`config.mk`:
```
export PLATFORM = sky130hd
export DESIGN_NAME = sync_length_frame_deframer_core_flat
export DESIGN_NICKNAME = d
export VERILOG_FILES = /design/src/rtl/slfd_pkg.sv /design/src/rtl/slfd_chan_if.sv /design/src/rtl/sync_length_frame_deframer_core.sv /design/src/flat_wrapper.sv
export VERILOG_INCLUDE_DIRS = /design/src /design/src/rtl
export SDC_FILE = /design/constraint.sdc
export NUM_CORES = 1
export LEC_CHECK = 0
export BUFFER_PORTS_ARGS = -buffer_cell sky130_fd_sc_hd__buf_4
export CAP_MARGIN = 10
export CORE_MARGIN = 4
export CORE_UTILIZATION = 59
export CTS_CLUSTER_DIAMETER = 120
export DETAILED_ROUTE_END_ITERATION = 7
export PLACE_DENSITY = 0.76
export SYNTH_ARGS = -nofsm -noshare
export SYNTH_HDL_FRONTEND = slang
export SYNTH_SLANG_ARGS = --single-unit
```
`constraint.sdc`:
```
create_clock -name i_clk -period 5.4 [get_ports i_clk]
set_input_delay 1.08 -clock i_clk [delete_from_list [all_inputs] [get_ports i_clk]]
set_output_delay 1.08 -clock i_clk [all_outputs]
set_load 0.005 [all_outputs]
```
`src/rtl/sync_length_frame_deframer_core_assert.svh`:
```
// assertion macros for the frame deframer
// no dependencies; included by the modules that carry checks
`ifndef SYNC_LENGTH_FRAME_DEFRAMER_CORE_ASSERT_SVH
`define SYNC_LENGTH_FRAME_DEFRAMER_CORE_ASSERT_SVH

`ifndef SYNTHESIS

// check held off while reset is low
`define SLFD_ASSERT(label, clk, rst_n, prop) \
    label: assert property (@(posedge clk) disable iff (!rst_n) prop) \
        else $error("%m: assertion failed");

// check that also runs through reset
`define SLFD_ASSERT_RST(label, clk, prop) \
    label: assert property (@(posedge clk) prop) \
        else $error("%m: assertion failed during reset");

`else

`define SLFD_ASSERT(label, clk, rst_n, prop)
`define SLFD_ASSERT_RST(label, clk, prop)

`endif

`endif

```
`src/rtl/slfd_pkg.sv`:
```
// types and constants of the frame deframer
// no dependencies; used by the core and the testbench
`default_nettype none

package slfd_pkg;

    // frame layout
    localparam int unsigned HEADER_BYTES = 5;
    localparam logic [15:0] MIN_FRAME_LEN = 16'(HEADER_BYTES + 2);
    localparam logic [7:0]  SYNC_FIRST    = 8'h55;
    localparam logic [7:0]  SYNC_SECOND   = 8'hAA;

    // parser phase
    typedef enum logic [2:0] {
        PH_HUNT1  = 3'd0,
        PH_HUNT2  = 3'd1,
        PH_LEN_HI = 3'd2,
        PH_LEN_LO = 3'd3,
        PH_TYPE   = 3'd4,
        PH_BODY   = 3'd5,
        PH_CHK_LO = 3'd6
    } t_phase;

    // result kind codes
    typedef enum logic [2:0] {
        KIND_TYPE      = 3'd0,
        KIND_PAYLOAD   = 3'd1,
        KIND_GOOD      = 3'd2,
        KIND_BAD_CHECK = 3'd3,
        KIND_BAD_LEN   = 3'd4
    } t_kind;

endpackage

`default_nettype wire

```
`src/rtl/slfd_chan_if.sv`:
```
// valid/ready channels of the frame deframer: received bytes in, results out
// depends on nothing; instantiated around sync_length_frame_deframer_core
`default_nettype none

// received byte channel
interface slfd_in_if;
    logic       valid;
    logic       ready;
    logic [7:0] rx_byte;

    modport source (output valid, output rx_byte, input ready);
    modport sink   (input valid, input rx_byte, output ready);
endinterface

// result word channel
interface slfd_out_if;
    logic        valid;
    logic        ready;
    logic [2:0]  kind;
    logic [7:0]  value;
    logic [15:0] payload_index;

    modport source (output valid, output kind, output value, output payload_index,
                    input ready);
    modport sink   (input valid, input kind, input value, input payload_index,
                    output ready);
endinterface

`default_nettype wire

```
`src/rtl/sync_length_frame_deframer_core.sv`:
```
// sync/length/type frame deframer with LRC8 (or zero) checksum verdict
// depends on slfd_pkg, slfd_chan_if.sv and sync_length_frame_deframer_core_assert.svh
//
//   channel   dir  width  contents
//   i_rx      in   8      rx_byte, one received byte per word
//   o_res     out  27     kind(3), value(8), payload_index(16)
//   i_cfg_*   in   1      checksum_mode, write only
//
// one received word per cycle unless the result register stalls; each word gives zero or one result word
// in the cycle after acceptance, from the single parser state update feeding the result register
// reset (synchronous, active low) puts the parser in the hunt and empties the result
// register; checksum_mode resets to 1
// a stalled result register holds its word and input is taken only if that word
// leaves in the same cycle
`default_nettype none

`include "sync_length_frame_deframer_core_assert.svh"

module sync_length_frame_deframer_core (
    input  wire logic   i_clk,
    input  wire logic   i_rst_n,
    input  wire logic   i_cfg_wr_en,
    input  wire logic   i_cfg_wr_data,
    slfd_in_if.sink     i_rx,
    slfd_out_if.source  o_res
);
    import slfd_pkg::*;

    t_phase      r_phase,  n_phase;
    logic [15:0] r_count,  n_count;
    logic [15:0] r_length, n_length;
    logic [7:0]  r_xor,    n_xor;
    logic [7:0]  r_chk_hi, n_chk_hi;
    logic        r_mode;

    logic        r_out_valid;
    t_kind       r_out_kind;
    logic [7:0]  r_out_value;
    logic [15:0] r_out_idx;

    logic        n_emit;
    t_kind       n_kind;
    logic [7:0]  n_value;
    logic [15:0] n_idx;

    logic        in_take;
    logic [7:0]  b;
    logic [15:0] check_start;
    logic [7:0]  expected_lo;

    // input taken whenever the result register is free or draining
    assign i_rx.ready = !r_out_valid || o_res.ready;
    assign in_take    = i_rx.valid && i_rx.ready;
    assign b          = i_rx.rx_byte;

    assign check_start = r_length - 16'd2;
    assign expected_lo = r_mode ? r_xor : 8'h00;

    // next parser state and result for the current byte
    always_comb begin
        n_phase  = r_phase;
        n_count  = r_count;
        n_length = r_length;
        n_xor    = r_xor;
        n_chk_hi = r_chk_hi;
        n_emit   = 1'b0;
        n_kind   = KIND_TYPE;
        n_value  = 8'h00;
        n_idx    = 16'h0000;
        unique case (r_phase)
            PH_HUNT1: begin
                if (b == SYNC_FIRST) begin
                    n_xor   = b;
                    n_count = 16'd1;
                    n_phase = PH_HUNT2;
                end
            end
            PH_HUNT2: begin
                if (b == SYNC_SECOND) begin
                    n_xor   = r_xor ^ b;
                    n_count = 16'd2;
                    n_phase = PH_LEN_HI;
                end else begin
                    n_phase  = PH_HUNT1;
                    n_count  = '0;
                    n_length = '0;
                    n_xor    = '0;
                    n_chk_hi = '0;
                end
            end
            PH_LEN_HI: begin
                n_length = {b, 8'h00};
                n_xor    = r_xor ^ b;
                n_count  = 16'd3;
                n_phase  = PH_LEN_LO;
            end
            PH_LEN_LO: begin
                n_length = {r_length[15:8], b};
                n_xor    = r_xor ^ b;
                n_count  = 16'd4;
                n_phase  = PH_TYPE;
                // too short for header and checksum
                if ({r_length[15:8], b} < MIN_FRAME_LEN) begin
                    n_phase  = PH_HUNT1;
                    n_count  = '0;
                    n_length = '0;
                    n_xor    = '0;
                    n_chk_hi = '0;
                    n_emit   = 1'b1;
                    n_kind   = KIND_BAD_LEN;
                end
            end
            PH_TYPE: begin
                n_xor   = r_xor ^ b;
                n_count = 16'(HEADER_BYTES);
                n_phase = PH_BODY;
                n_emit  = 1'b1;
                n_kind  = KIND_TYPE;
                n_value = b;
            end
            PH_BODY: begin
                n_count = r_count + 16'd1;
                if (r_count < check_start) begin
                    n_xor   = r_xor ^ b;
                    n_emit  = 1'b1;
                    n_kind  = KIND_PAYLOAD;
                    n_value = b;
                    n_idx   = r_count - 16'(HEADER_BYTES);
                end else begin
                    // high checksum byte
                    n_chk_hi = b;
                    n_phase  = PH_CHK_LO;
                end
            end
            PH_CHK_LO: begin
                n_emit   = 1'b1;
                n_kind   = (r_chk_hi == 8'h00 && b == expected_lo) ? KIND_GOOD
                                                                    : KIND_BAD_CHECK;
                n_phase  = PH_HUNT1;
                n_count  = '0;
                n_length = '0;
                n_xor    = '0;
                n_chk_hi = '0;
            end
            default: begin
                n_phase  = PH_HUNT1;
                n_count  = '0;
                n_length = '0;
                n_xor    = '0;
                n_chk_hi = '0;
            end
        endcase
    end

    // parser state registers
    always_ff @(posedge i_clk) begin
        if (!i_rst_n) begin
            r_phase  <= PH_HUNT1;
            r_count  <= '0;
            r_length <= '0;
            r_xor    <= '0;
            r_chk_hi <= '0;
        end else if (in_take) begin
            r_phase  <= n_phase;
            r_count  <= n_count;
            r_length <= n_length;
            r_xor    <= n_xor;
            r_chk_hi <= n_chk_hi;
        end
    end

    // checksum mode register
    always_ff @(posedge i_clk) begin
        if (!i_rst_n) begin
            r_mode <= 1'b1;
        end else if (i_cfg_wr_en) begin
            r_mode <= i_cfg_wr_data;
        end
    end

    // result register valid
    always_ff @(posedge i_clk) begin
        if (!i_rst_n) begin
            r_out_valid <= 1'b0;
        end else if (in_take) begin
            r_out_valid <= n_emit;
        end else if (o_res.ready) begin
            r_out_valid <= 1'b0;
        end
    end

    // result register payload
    always_ff @(posedge i_clk) begin
        if (in_take && n_emit) begin
            r_out_kind  <= n_kind;
            r_out_value <= n_value;
            r_out_idx   <= n_idx;
        end
    end

    assign o_res.valid         = r_out_valid;
    assign o_res.kind          = r_out_kind;
    assign o_res.value         = r_out_value;
    assign o_res.payload_index = r_out_idx;

    // checks
    `SLFD_ASSERT_RST(a_reset_empties, i_clk, !i_rst_n |=> !r_out_valid)
    `SLFD_ASSERT(a_type_then_body, i_clk, i_rst_n,
        (in_take && r_phase == PH_TYPE) |=>
        (r_phase == PH_BODY && r_out_valid && r_out_kind == KIND_TYPE))
    `SLFD_ASSERT(a_body_bounds, i_clk, i_rst_n,
        r_phase == PH_BODY |-> (r_count >= 16'(HEADER_BYTES) && r_length >= MIN_FRAME_LEN))
    `SLFD_ASSERT(a_hunt_clean, i_clk, i_rst_n,
        r_phase == PH_HUNT1 |-> (r_count == 16'd0 && r_xor == 8'h00 && r_length == 16'd0))
    `SLFD_ASSERT(a_index_only_payload, i_clk, i_rst_n,
        (r_out_valid && r_out_kind != KIND_PAYLOAD) |-> r_out_idx == 16'd0)

endmodule

`default_nettype wire

```
`src/flat_wrapper.sv`:
```
// flat-port wrapper written by rule: the top's interface ports become plain ports
module sync_length_frame_deframer_core_flat import slfd_pkg::*;
  (i_clk, i_rst_n, i_cfg_wr_en, i_cfg_wr_data, i_rx_valid, i_rx_rx_byte, i_rx_ready, o_res_valid, o_res_kind, o_res_value, o_res_payload_index, o_res_ready);
  slfd_in_if i_rx_i ();
  slfd_out_if o_res_i ();
  input  wire logic i_clk;
  input  wire logic i_rst_n;
  input  wire logic i_cfg_wr_en;
  input  wire logic i_cfg_wr_data;
  input wire logic [$bits(i_rx_i.valid)-1:0] i_rx_valid;
  input wire logic [$bits(i_rx_i.rx_byte)-1:0] i_rx_rx_byte;
  output wire logic [$bits(i_rx_i.ready)-1:0] i_rx_ready;
  output wire logic [$bits(o_res_i.valid)-1:0] o_res_valid;
  output wire logic [$bits(o_res_i.kind)-1:0] o_res_kind;
  output wire logic [$bits(o_res_i.value)-1:0] o_res_value;
  output wire logic [$bits(o_res_i.payload_index)-1:0] o_res_payload_index;
  input wire logic [$bits(o_res_i.ready)-1:0] o_res_ready;
  assign i_rx_i.valid = i_rx_valid;
  assign i_rx_i.rx_byte = i_rx_rx_byte;
  assign i_rx_ready = i_rx_i.ready;
  assign o_res_valid = o_res_i.valid;
  assign o_res_kind = o_res_i.kind;
  assign o_res_value = o_res_i.value;
  assign o_res_payload_index = o_res_i.payload_index;
  assign o_res_i.ready = o_res_ready;
  sync_length_frame_deframer_core u_core (.i_clk(i_clk), .i_rst_n(i_rst_n), .i_cfg_wr_en(i_cfg_wr_en), .i_cfg_wr_data(i_cfg_wr_data), .i_rx(i_rx_i), .o_res(o_res_i));
endmodule
```
==> key figures, run 1 <==
Critical path
  • WS Path Type: flop to flop
  • WP buf/inv: 1
  • Crit path capture type: flop
  • Worst Setup Start Kind: flop
  • Required @ worst endpoint: 5.68 ns
  • Family with the most delay on the worst path: simple AND/OR/NAND/NOR gates
  • Critical-path top delay cell: nor3b_2
  • Worst path most repeated cell: or3_1
  • Worst-path cell chain: or3_1, nor3_1, nand3_1, nor4_1, xnor2_1, ha_1, nand4_1, or3_1, or3_1, nand4_1, buf_4, nor3b_2, mux2i_1
  • Crit-path max FO: 23
  • CP peak stage delay: about 0.72 ns
  • Critical Path AT: 4.61 ns

Clocking
  • Post-CTS Setup Inserts: 0
  • CTS tree: done
  • CTS buffer count: 9
  • Clock tree buffer depth: 2
  • Worst skew pair latency: between 0.3 and 0.4 ns
  • Root Driver: clkbuf_8
  • Clk sinks: 80
  • # hold bufs at CTS: 0
  • Worst-path clk slew: 0.09 ns
  • Post-cts resize count: 0
  • # H-tree levels: 3

Timing
  • F_max: between 0.2 and 0.25 GHz
  • Final setup TNS: 0 ns
  • Tcrit/Tclk final: roughly four fifths
  • Final min period: between 4 and 5 ns
  • Setup violations, final: 0
  • RSZ-0062 raised after global routing: no
  • Fin. Hold Viols: 0
  • Skew final: 0.0124 ns
  • Setup ws final: 1.08 ns
  • Actual slew at the worst max-slew pin: 1.14 ns
  • Slew Limit Fails: 0
  • Fin Hold WS: 0.465 ns
  • Rel. slew slack: between 20% and 30%

Final layout
  • Post-layout instance area: 0.00499 mm2
  • Diodes inserted: 0
  • Fill cell count: 602
  • Final Non-Filler Cells: 637
  • Fraction of layout cells with a size suffix above 1: 13.2%
  • Fin nets: around 570
  • Post-Route Utilization: 68.1%
  • Synthesis-to-layout area growth: 11.2%

Place
  • Setup WS pre-CTS: approximately 1.1 ns
  • Port bufs: 42
  • DP HPWL: 7270 um
  • Placer Congestion: 0.937
  • Placed Cells incl. Taps: a little over 600
  • Placed instance area: 0.00481 mm2

Synth
  • Post-synth EDFFs: 27
  • Main synth FF type: dfxtp_1
  • Mapped Area: 0.00449 mm2
  • Largest cells by area after synthesis: dfxtp_1, edfxtp_1, nor2_1
  • Mean Syn Cell Area: 8.83 um2
  • Post-Syn Instances: just over 500
  • Synth warnings: 0
  • Synth cell count leaders: nor2_1, nand2_1, dfxtp_1
  • Synth top area share: 23.7%
  • Yosys top cell by area: dfxtp_1
  • Synth Net Count: 540
  • Top-count cell post-synth: nor2_1
  • Sequential area share after synthesis: 41.7%
  • Synth Register Bits: 80
  • Synth unique cells: 53
  • Ys async rst share: 0%

Power
  • Switching Fraction: 24.5%
  • Internal power: 0.802 mW
  • Sequential power share: 58.2%
  • Final Total Pwr: roughly 1.1 mW
  • Pleak: 1.98 nW
  • Sw power: 0.261 mW
  • Clk network pwr share: 37.7%
  • Power density cells: 213 mW/mm2
  • Comb power frac: under 10%
  • Peak supply drop: 0.000159 V

Global routing
  • Vias in the first global route: 3414
  • Met1 Track Usage GR: between 30% and 40%
  • Initial antenna violation count: 0
  • Largest net degree at the start of global routing: 39
  • Routing usage on met2: 35.3%
  • First-pass GRT wire length: between 15000 and 20000 um
  • Met3 usage: 3.95%
  • GRT Max-Usage Layer: met2
  • Total grt overflow: 0
  • Tot GR Track Use: 22.8%

Drt
  • Vias per inst: 5.86
  • Post-route ant nets: 0
  • Drt first pass iters: 5
  • Final WL: around 9900 um
  • DR vias: 3734
  • DRC violations left: 0
  • Routed length per instance: 15.5 um
  • DRT iter0 DRCs: 288

Job
  • MaxCap Viol Count: 0

Floorplan
  • I/O pin count: 43
  • Starting Density: 61.2%
  • Die Wd: 95.2 um
  • Full die area: between 0.009 and 0.01 mm2
  • Core area: 0.00733 mm2
  • Row Count: 31
  • Die H: between 90 and 100 um

Run status
  • Status: finished, final reports clean

Worst hold path
  • Type of the most critical hold path: flop to flop
state kept, by name (all words and copies together) (netlist names), 3 cells and up:
register / flops
u_core.o_res.payload_index: 16
u_core.r_chk_hi: 8
u_core.r_phase: 3
u_core.o_res.kind: 3
u_core.r_xor: 8
u_core.o_res.value: 8
u_core.r_length: 16
u_core.r_count: 16
final cells by class:
cell class	instances	area, um2	area share [%]
clock buffers	9	124	2.48
inverters	9	33.8	0.677
flip-flops and latches	80	1870	37.5
multi-input cells	389	2450	49.1
clock inverters	7	53.8	1.08
well taps	99	124	2.48
repair buffers	44	330	6.62
power by group through the flow:
stage	clock, mW	combinational [mW]	sequential, mW
floorplan	0	0.0290	0.632
global placement	0	0.0417	0.633
detailed placement	0	0.0426	0.633
CTS	0.405	0.0426	0.619
global route	0.436	0.0467	0.619
finish	0.401	0.0432	0.619
logic make-up (layout without fill, tap and decap cells):
logic type	after synthesis	after routing	share of synthesized area (%)
xor+xnor	46	46	8.98
simple gates	249	249	27.8
mux	17	17	3.79
flops	80	80	41.7
buf+inv	39	69	3.74
fa+ha+maj	18	18	5.02
compound gates	59	59	8.93
worst paths after layout:
check	startpoint	to	slack, ns	cells past startpoint
setup reg to reg	u_core.r_length[3]$_SDFFE_PN0P_	u_core.r_chk_hi[6]$_SDFFE_PN0P_	1.08	13
hold / removal	u_core.r_chk_hi[1]$_SDFFE_PN0P_	u_core.r_chk_hi[1]$_SDFFE_PN0P_	0.47	2
hold reg to reg	u_core.r_chk_hi[1]$_SDFFE_PN0P_	u_core.r_chk_hi[1]$_SDFFE_PN0P_	0.47	2
setup / recovery	u_core.r_length[3]$_SDFFE_PN0P_	u_core.r_chk_hi[6]$_SDFFE_PN0P_	1.08	13
tightest hold or removal path: cells and delay by family, from the launching register on:
| kind | cells | cell delay, ns |
|---|---|---|
| flip-flops | 1 | 0.32 |
| AND/OR/NAND/NOR | 1 | 0.05 |
| multiplexers | 1 | 0.05 |
routing by layer:
metal	part of all wire (%)	vias to the layer above
li1	-	1840
met4	1.9	0
met3	6.5	23
met2	46	130
met1	46	1741
met5	0	-
layout by cell type (no fill, tap or decap), drive strengths merged, types with 3 or more instances in the layout:
| master | count |
|---|---|
| inv | 11 |
| nor4 | 10 |
| clkbuf | 9 |
| clkinv | 3 |
| edfxtp | 27 |
| nor4b | 10 |
| buf | 44 |
| xor2 | 23 |
| or4 | 5 |
| nand4 | 5 |
| or3 | 7 |
| dfxtp | 53 |
| xnor2 | 23 |
| mux2i | 17 |
| ha | 18 |
| nor3 | 14 |
| a31oi | 5 |
| nor2b | 12 |
| a22oi | 8 |
| nand2 | 54 |
| o21ai | 20 |
| nand2b | 5 |
| and3 | 8 |
| nor2 | 72 |
| nand3 | 35 |
| a21oi | 10 |
(Power assumes the default switching activity.)
==> run 2: changes to the inputs <==
==> constraint.sdc (replaced) <==
create_clock -name i_clk -period 4.3 [get_ports i_clk]
set_input_delay 0.86 -clock i_clk [delete_from_list [all_inputs] [get_ports i_clk]]
set_output_delay 0.86 -clock i_clk [all_outputs]
set_load 0.005 [all_outputs]
==> key figures, run 2 (synthesis gave the netlist of run 1 again) <==
Critical path
  • WS Path Type: flop to flop
  • Worst path most repeated cell: or4_4
  • Required @ worst endpoint: 4.58 ns
  • Critical-path top delay cell: a21oi_1
  • Critical Path AT: around 4.2 ns
  • R2R depth: 11
  • Worst Setup Start Kind: flop
  • Crit-path max FO: 8
  • Worst-path cell chain: or4_4, or4_4, nor2_1, xnor2_1, ha_1, nand4_1, nor3_1, nor4_1, nand3_1, a21oi_1, mux2i_1
  • Worst R2R Setup Slack: roughly 0.37 ns
  • CP peak stage delay: about 0.9 ns
  • Crit path capture type: flop

Drt
  • Routed wl met3: 619 um
  • Drt first pass iters: 6
  • DR vias: 3712
  • DR top layer: met4
  • DRT iter0 DRCs: 296
  • Vias per inst: 5.81
  • Post-route ant nets: 0
  • Final WL: ~9800 um
  • Met1 wire length: 4540 um
  • DRC violations left: 0
  • Routed length per instance: 15.3 um
  • Met2 Wirelength: ~4400 um

Floorplan
  • Starting Density: 61.2%
  • Die H: 95.2 um
  • Row Count: 31
  • Full die area: 0.00906 mm2
  • I/O pin count: 43
  • Core area: 0.00733 mm2
  • Die Wd: 95.2 um

Global routing
  • Largest net degree at the start of global routing: 39
  • Tot GR Track Use: a little under a quarter
  • Vias in the first global route: between 3k and 4k
  • Total grt overflow: 0
  • Initial antenna violation count: 0
  • First-pass GRT wire length: between 15000 and 20000 um

Power
  • Pleak: just over 2 nW
  • Power density cells: 286 mW/mm2
  • Final Total Pwr: 1.45 mW
  • Peak supply drop: 0.000195 V

Final layout
  • Diodes inserted: 0
  • Commonest non-fill, non-tap cell in the layout: nor2_1
  • Commonest non-fill, non-tap cells in the layout: nor2_1, nand2_1, dfxtp_1, buf_4, nand3_1
  • Fin nets: 567
  • Post-Route Utilization: a little under 70%
  • Synthesis-to-layout area growth: 12.8%
  • Fraction of layout cells with a size suffix above 1: 13.5%

Worst hold path
  • Type of the most critical hold path: flop to flop
  • Worst Hold Path Cells: 2

Clocking
  • # hold bufs at CTS: 0
  • Worst-path clk slew: 0.09 ns
  • Worst skew pair latency: 0.36 ns
  • Post-CTS Setup Inserts: 0
  • # H-tree levels: 3
  • Post-cts resize count: 0
  • Clk sinks: 80
  • Clock tree buffer depth: 2
  • Root Driver: clkbuf_8
  • CTS buffer count: 9
  • CTS tree: done

Timing
  • Fin. Hold Viols: 0
  • Final min period: 3.93 ns
  • Rel. slew slack: 25.7%
  • Final setup TNS: 0 ns
  • Setup violations, final: 0
  • RSZ-0062 raised after global routing: no
  • F_max: 0.254 GHz
  • Actual slew at the worst max-slew pin: about 1.1 ns
  • Skew final: 0.0104 ns
  • Slew Limit Fails: 0
  • Tcrit/Tclk final: 91.4%

Place
  • DP HPWL: around 7200 um
  • Placer Congestion: 0.917
  • Port bufs: 42

Job
  • MaxCap Viol Count: 0

Run status
  • Status: finished, final reports clean
==> run 2: cell type report <==
class	count	area (um2)
clock buffers	9	124
clock inverters	7	95.1
fillers	616	2270
inverters	9	33.8
multi-input cells	389	2450
flip-flops and latches	80	1870
well taps	99	124
repair buffers	46	358
==> run 2: worst max-delay path: cells and delay by family, from the launching register on <==
| family | cells | cell delay (ns) |
|---|---|---|
| AND/OR/NAND/NOR | 7 | 1.93 |
| AO/OA/AOI/OAI | 1 | 0.89 |
| flip-flops | 1 | 0.36 |
| multiplexers | 1 | 0.30 |
| adder cells (fa/ha/maj) | 1 | 0.26 |
| XOR/XNOR | 1 | 0.13 |
==> run 2: layer usage <==
metal,vias to the layer above,GRT usage [%]
li1,1845,-
met1,1729,30.4
met2,121,35.2
met3,17,4.97
met4,0,8.89
met5,-,0
==> run 2: per-stage QoR <==
| step | instances | hold WS (ns) | area [um2] | setup WS [ns] |
|---|---|---|---|---|
| 6_report | 639 | 0.468 | 5060 | 0.369 |
| 5_1_grt | 639 | 0.485 | 5060 | 0.0498 |
| 4_1_cts | 639 | 0.466 | 5060 | 0.347 |
| 3_5_place_dp | 623 | 0.452 | 4840 | 0.365 |
| 3_3_place_gp | 623 | 0.443 | 4840 | 0.424 |
| 2_1_floorplan | 508 | 0.434 | 4490 | 0.204 |
==> run 2: final timing paths <==
check,startpoint,end
min,u_core.r_chk_hi[6]$_SDFFE_PN0P_,u_core.r_chk_hi[6]$_SDFFE_PN0P_
max,u_core.r_length[8]$_SDFFE_PN0P_,u_core.r_xor[0]$_SDFFE_PN0P_
min reg2reg,u_core.r_chk_hi[6]$_SDFFE_PN0P_,u_core.r_chk_hi[6]$_SDFFE_PN0P_
max reg2reg,u_core.r_length[8]$_SDFFE_PN0P_,u_core.r_xor[0]$_SDFFE_PN0P_
==> run 2: report_power, final <==
part	leakage [nW]	switching (mW)	internal, mW
clock network	0.111	0.289	0.328
registers	0.677	0.00120	0.776
logic	1.23	0.0360	0.0177
total	2.02	0.327	1.12
==> run 3: changes to the inputs <==
--- a/config.mk
+++ b/config.mk
@@ -12,7 +12,9 @@
 export CORE_UTILIZATION = 59
 export CTS_CLUSTER_DIAMETER = 120
 export DETAILED_ROUTE_END_ITERATION = 7
+export MAX_ROUTING_LAYER = met4
 export PLACE_DENSITY = 0.76
+export SETUP_SLACK_MARGIN = 0.5
 export SYNTH_ARGS = -nofsm -noshare
 export SYNTH_HDL_FRONTEND = slang
 export SYNTH_SLANG_ARGS = --single-unit
==> key figures, run 3 (synthesis gave the netlist of run 1 again) <==
Run status
  • Status: finished, final reports clean

Power
  • Comb power frac: 3.8%
  • Peak supply drop: 0.000206 V
  • Pleak: 2.07 nW
  • Clk network pwr share: a little over two fifths
  • Switching Fraction: 22.0%
  • Internal power: 1.12 mW
  • Sw power: 0.317 mW
  • Sequential power share: a little over half
  • Power density cells: approximately 280 mW/mm2

Worst hold path
  • Type of the most critical hold path: flop to flop

Critical path
  • Crit path capture type: flop
  • Worst r2r src: u_core.r_length[9]$_SDFFE_PN0P_
  • WP buf/inv: 2
  • R2R depth: 13
  • Required @ worst endpoint: 4.58 ns
  • Family with the most delay on the worst path: simple AND/OR/NAND/NOR gates
  • Worst Setup SP: u_core.r_length[9]$_SDFFE_PN0P_
  • Critical Path AT: 3.93 ns
  • Instance count on the critical path: 13
  • Critical-path top delay cell: or4_4
  • R2R Path End: u_core.r_chk_hi[6]$_SDFFE_PN0P_
  • CP peak stage delay: 0.54 ns
  • Worst-path cell chain: or4_4, or4_4, nor2_4, xnor2_1, ha_1, nand4_1, or3_1, or3_4, nand4_1, buf_6, nor3b_4, buf_6, mux2i_1
  • Crit-path max FO: 8
  • WS Path Type: flop to flop
  • Worst R2R Setup Slack: 0.64 ns
  • CP Capture Point: u_core.r_chk_hi[6]$_SDFFE_PN0P_
  • Worst Setup Start Kind: flop

Clocking
  • # hold bufs at CTS: 0
  • Worst-path clk slew: 0.08 ns
  • Root Driver: clkbuf_8
  • CTS buffer count: 9
  • # H-tree levels: 3
  • Clock tree buffer depth: 2
  • Clk sinks: 80
  • Worst skew pair latency: 0.35 ns
  • CTS tree: done

Place
  • Placed Cells incl. Taps: 622
  • Setup WS pre-CTS: 0.371 ns
  • Placer Congestion: roughly 0.89
  • Port bufs: 42
  • DP HPWL: 6840 um
  • Placed instance area: ~0.0048 mm2

Timing
  • RSZ-0062 raised after global routing: no
  • F_max: 0.273 GHz
  • Fin. Hold Viols: 0
  • Tcrit/Tclk final: 85.1%
  • Final setup TNS: 0 ns
  • Actual slew at the worst max-slew pin: ~1.1 ns
  • Slew Limit Fails: 0
  • Final min period: 3.66 ns
  • Setup violations, final: 0
  • Setup ws final: 0.642 ns
  • Rel. slew slack: 29.1%
  • Skew final: 0.00886 ns

Global routing
  • Largest net degree at the start of global routing: 39
  • Tot GR Track Use: a little under a quarter
  • Vias in the first global route: 3348
  • Initial antenna violation count: 0
  • Total grt overflow: 0
  • First-pass GRT wire length: 16500 um

Final layout
  • Fraction of layout cells with a size suffix above 1: 17.0%
  • Commonest non-fill, non-tap cell in the layout: nor2_1
  • Commonest non-fill, non-tap cells in the layout: nor2_1, nand2_1, dfxtp_1, buf_4, nand3_1
  • Diodes inserted: 0
  • Fill cell count: 583
  • Final Non-Filler Cells: 645
  • Synthesis-to-layout area growth: 15.4%
  • Post-layout instance area: 0.00517 mm2
  • Fin nets: 573
  • Post-Route Utilization: 70.6%

Floorplan
  • Die H: 95.2 um
  • Die Wd: 95.2 um
  • I/O pin count: 43
  • Row Count: 31
  • Core area: 0.00733 mm2
  • Starting Density: about three fifths
  • Full die area: 0.00906 mm2

Drt
  • Drt first pass iters: 5
  • Routed length per instance: 15.4 um
  • Post-route ant nets: 0
  • Final WL: 9950 um
  • DR vias: approximately 3.8k
  • Vias per inst: 5.82
  • DRC violations left: 0
  • DRT iter0 DRCs: 316

Job
  • MaxCap Viol Count: 0
-- run 3: cell count changes in the layout (fill, tap and decap cells not counted), sizes merged --
cell,before,now
clkinv,4,5
inv,10,9
buf,46,52
-- run 3: area by class of cell --
type	instances	area [um2]	area share, %
timing repair buffer	52	399	7.71
sequential	80	1880	36.3
clock buffer	9	124	2.39
multi-input combinational	389	2520	48.7
inverter	9	33.8	0.653
tap	99	124	2.39
clock inverter	7	96.3	1.86
-- run 3: how the worst min path moves through the flow --
stage | from | end | slack, ns | cells after the start
3_3_place_gp | u_core.r_chk_hi[4]$_SDFFE_PN0P_ | u_core.r_chk_hi[4]$_SDFFE_PN0P_ | 0.44 | 2
5_1_grt | u_core.r_chk_hi[7]$_SDFFE_PN0P_ | u_core.r_chk_hi[7]$_SDFFE_PN0P_ | 0.49 | 2
3_5_place_dp | u_core.r_chk_hi[7]$_SDFFE_PN0P_ | u_core.r_chk_hi[7]$_SDFFE_PN0P_ | 0.45 | 2
4_1_cts | u_core.r_chk_hi[7]$_SDFFE_PN0P_ | u_core.r_chk_hi[7]$_SDFFE_PN0P_ | 0.46 | 2
2_1_floorplan | u_core.r_chk_hi[4]$_SDFFE_PN0P_ | u_core.r_chk_hi[4]$_SDFFE_PN0P_ | 0.43 | 2
6_report | u_core.r_chk_hi[2]$_SDFFE_PN0P_ | u_core.r_chk_hi[2]$_SDFFE_PN0P_ | 0.46 | 2
-- run 3: repair_timing --
action,in CTS,in global routing
setup buffers,2,4
endpoints found under the hold margin,0,0
endpoints found under the setup margin,51,71
resized for setup,3,16
cloned,1,0
pin swaps,1,8
-- run 3: power by group through the flow --
| stage | registers, mW | clock network, mW | logic (mW) |
|---|---|---|---|
| 5_1_grt | 0.777 | 0.656 | 0.0597 |
| 6_report | 0.776 | 0.606 | 0.0551 |
| 4_1_cts | 0.777 | 0.615 | 0.0539 |
| 3_3_place_gp | 0.795 | 0 | 0.0523 |
| 2_1_floorplan | 0.794 | 0 | 0.0367 |
| 3_5_place_dp | 0.795 | 0 | 0.0538 |
-- run 3: per-layer routing --
metal	routed length (um)	up-vias	GRT usage (%)
li1	-	1858	-
met2	4520	142	34.1
met3	672	17	4.26
met5	0	-	-
met4	144	0	7.81
met1	4610	1734	33.7
-- run 3: worst reg2reg max path, stage by stage, from the launching register on --
cell and delay, ns:
dfxtp_4 0.37, or4_4 0.54, or4_4 0.52, nor2_4 0.10, xnor2_1 0.07, ha_1 0.30, nand4_1 0.09, or3_1 0.35
or3_4 0.40, nand4_1 0.16, buf_6 0.15, nor3b_4 0.18, buf_6 0.18, mux2i_1 0.19
-- run 3: per-stage QoR --
step / power, mW / hold WS, ns
CTS: 1.45 / 0.465
floorplan: 0.831 / 0.434
global placement: 0.847 / 0.444
detailed placement: 0.848 / 0.451
global route: 1.49 / 0.495
finish: 1.44 / 0.465
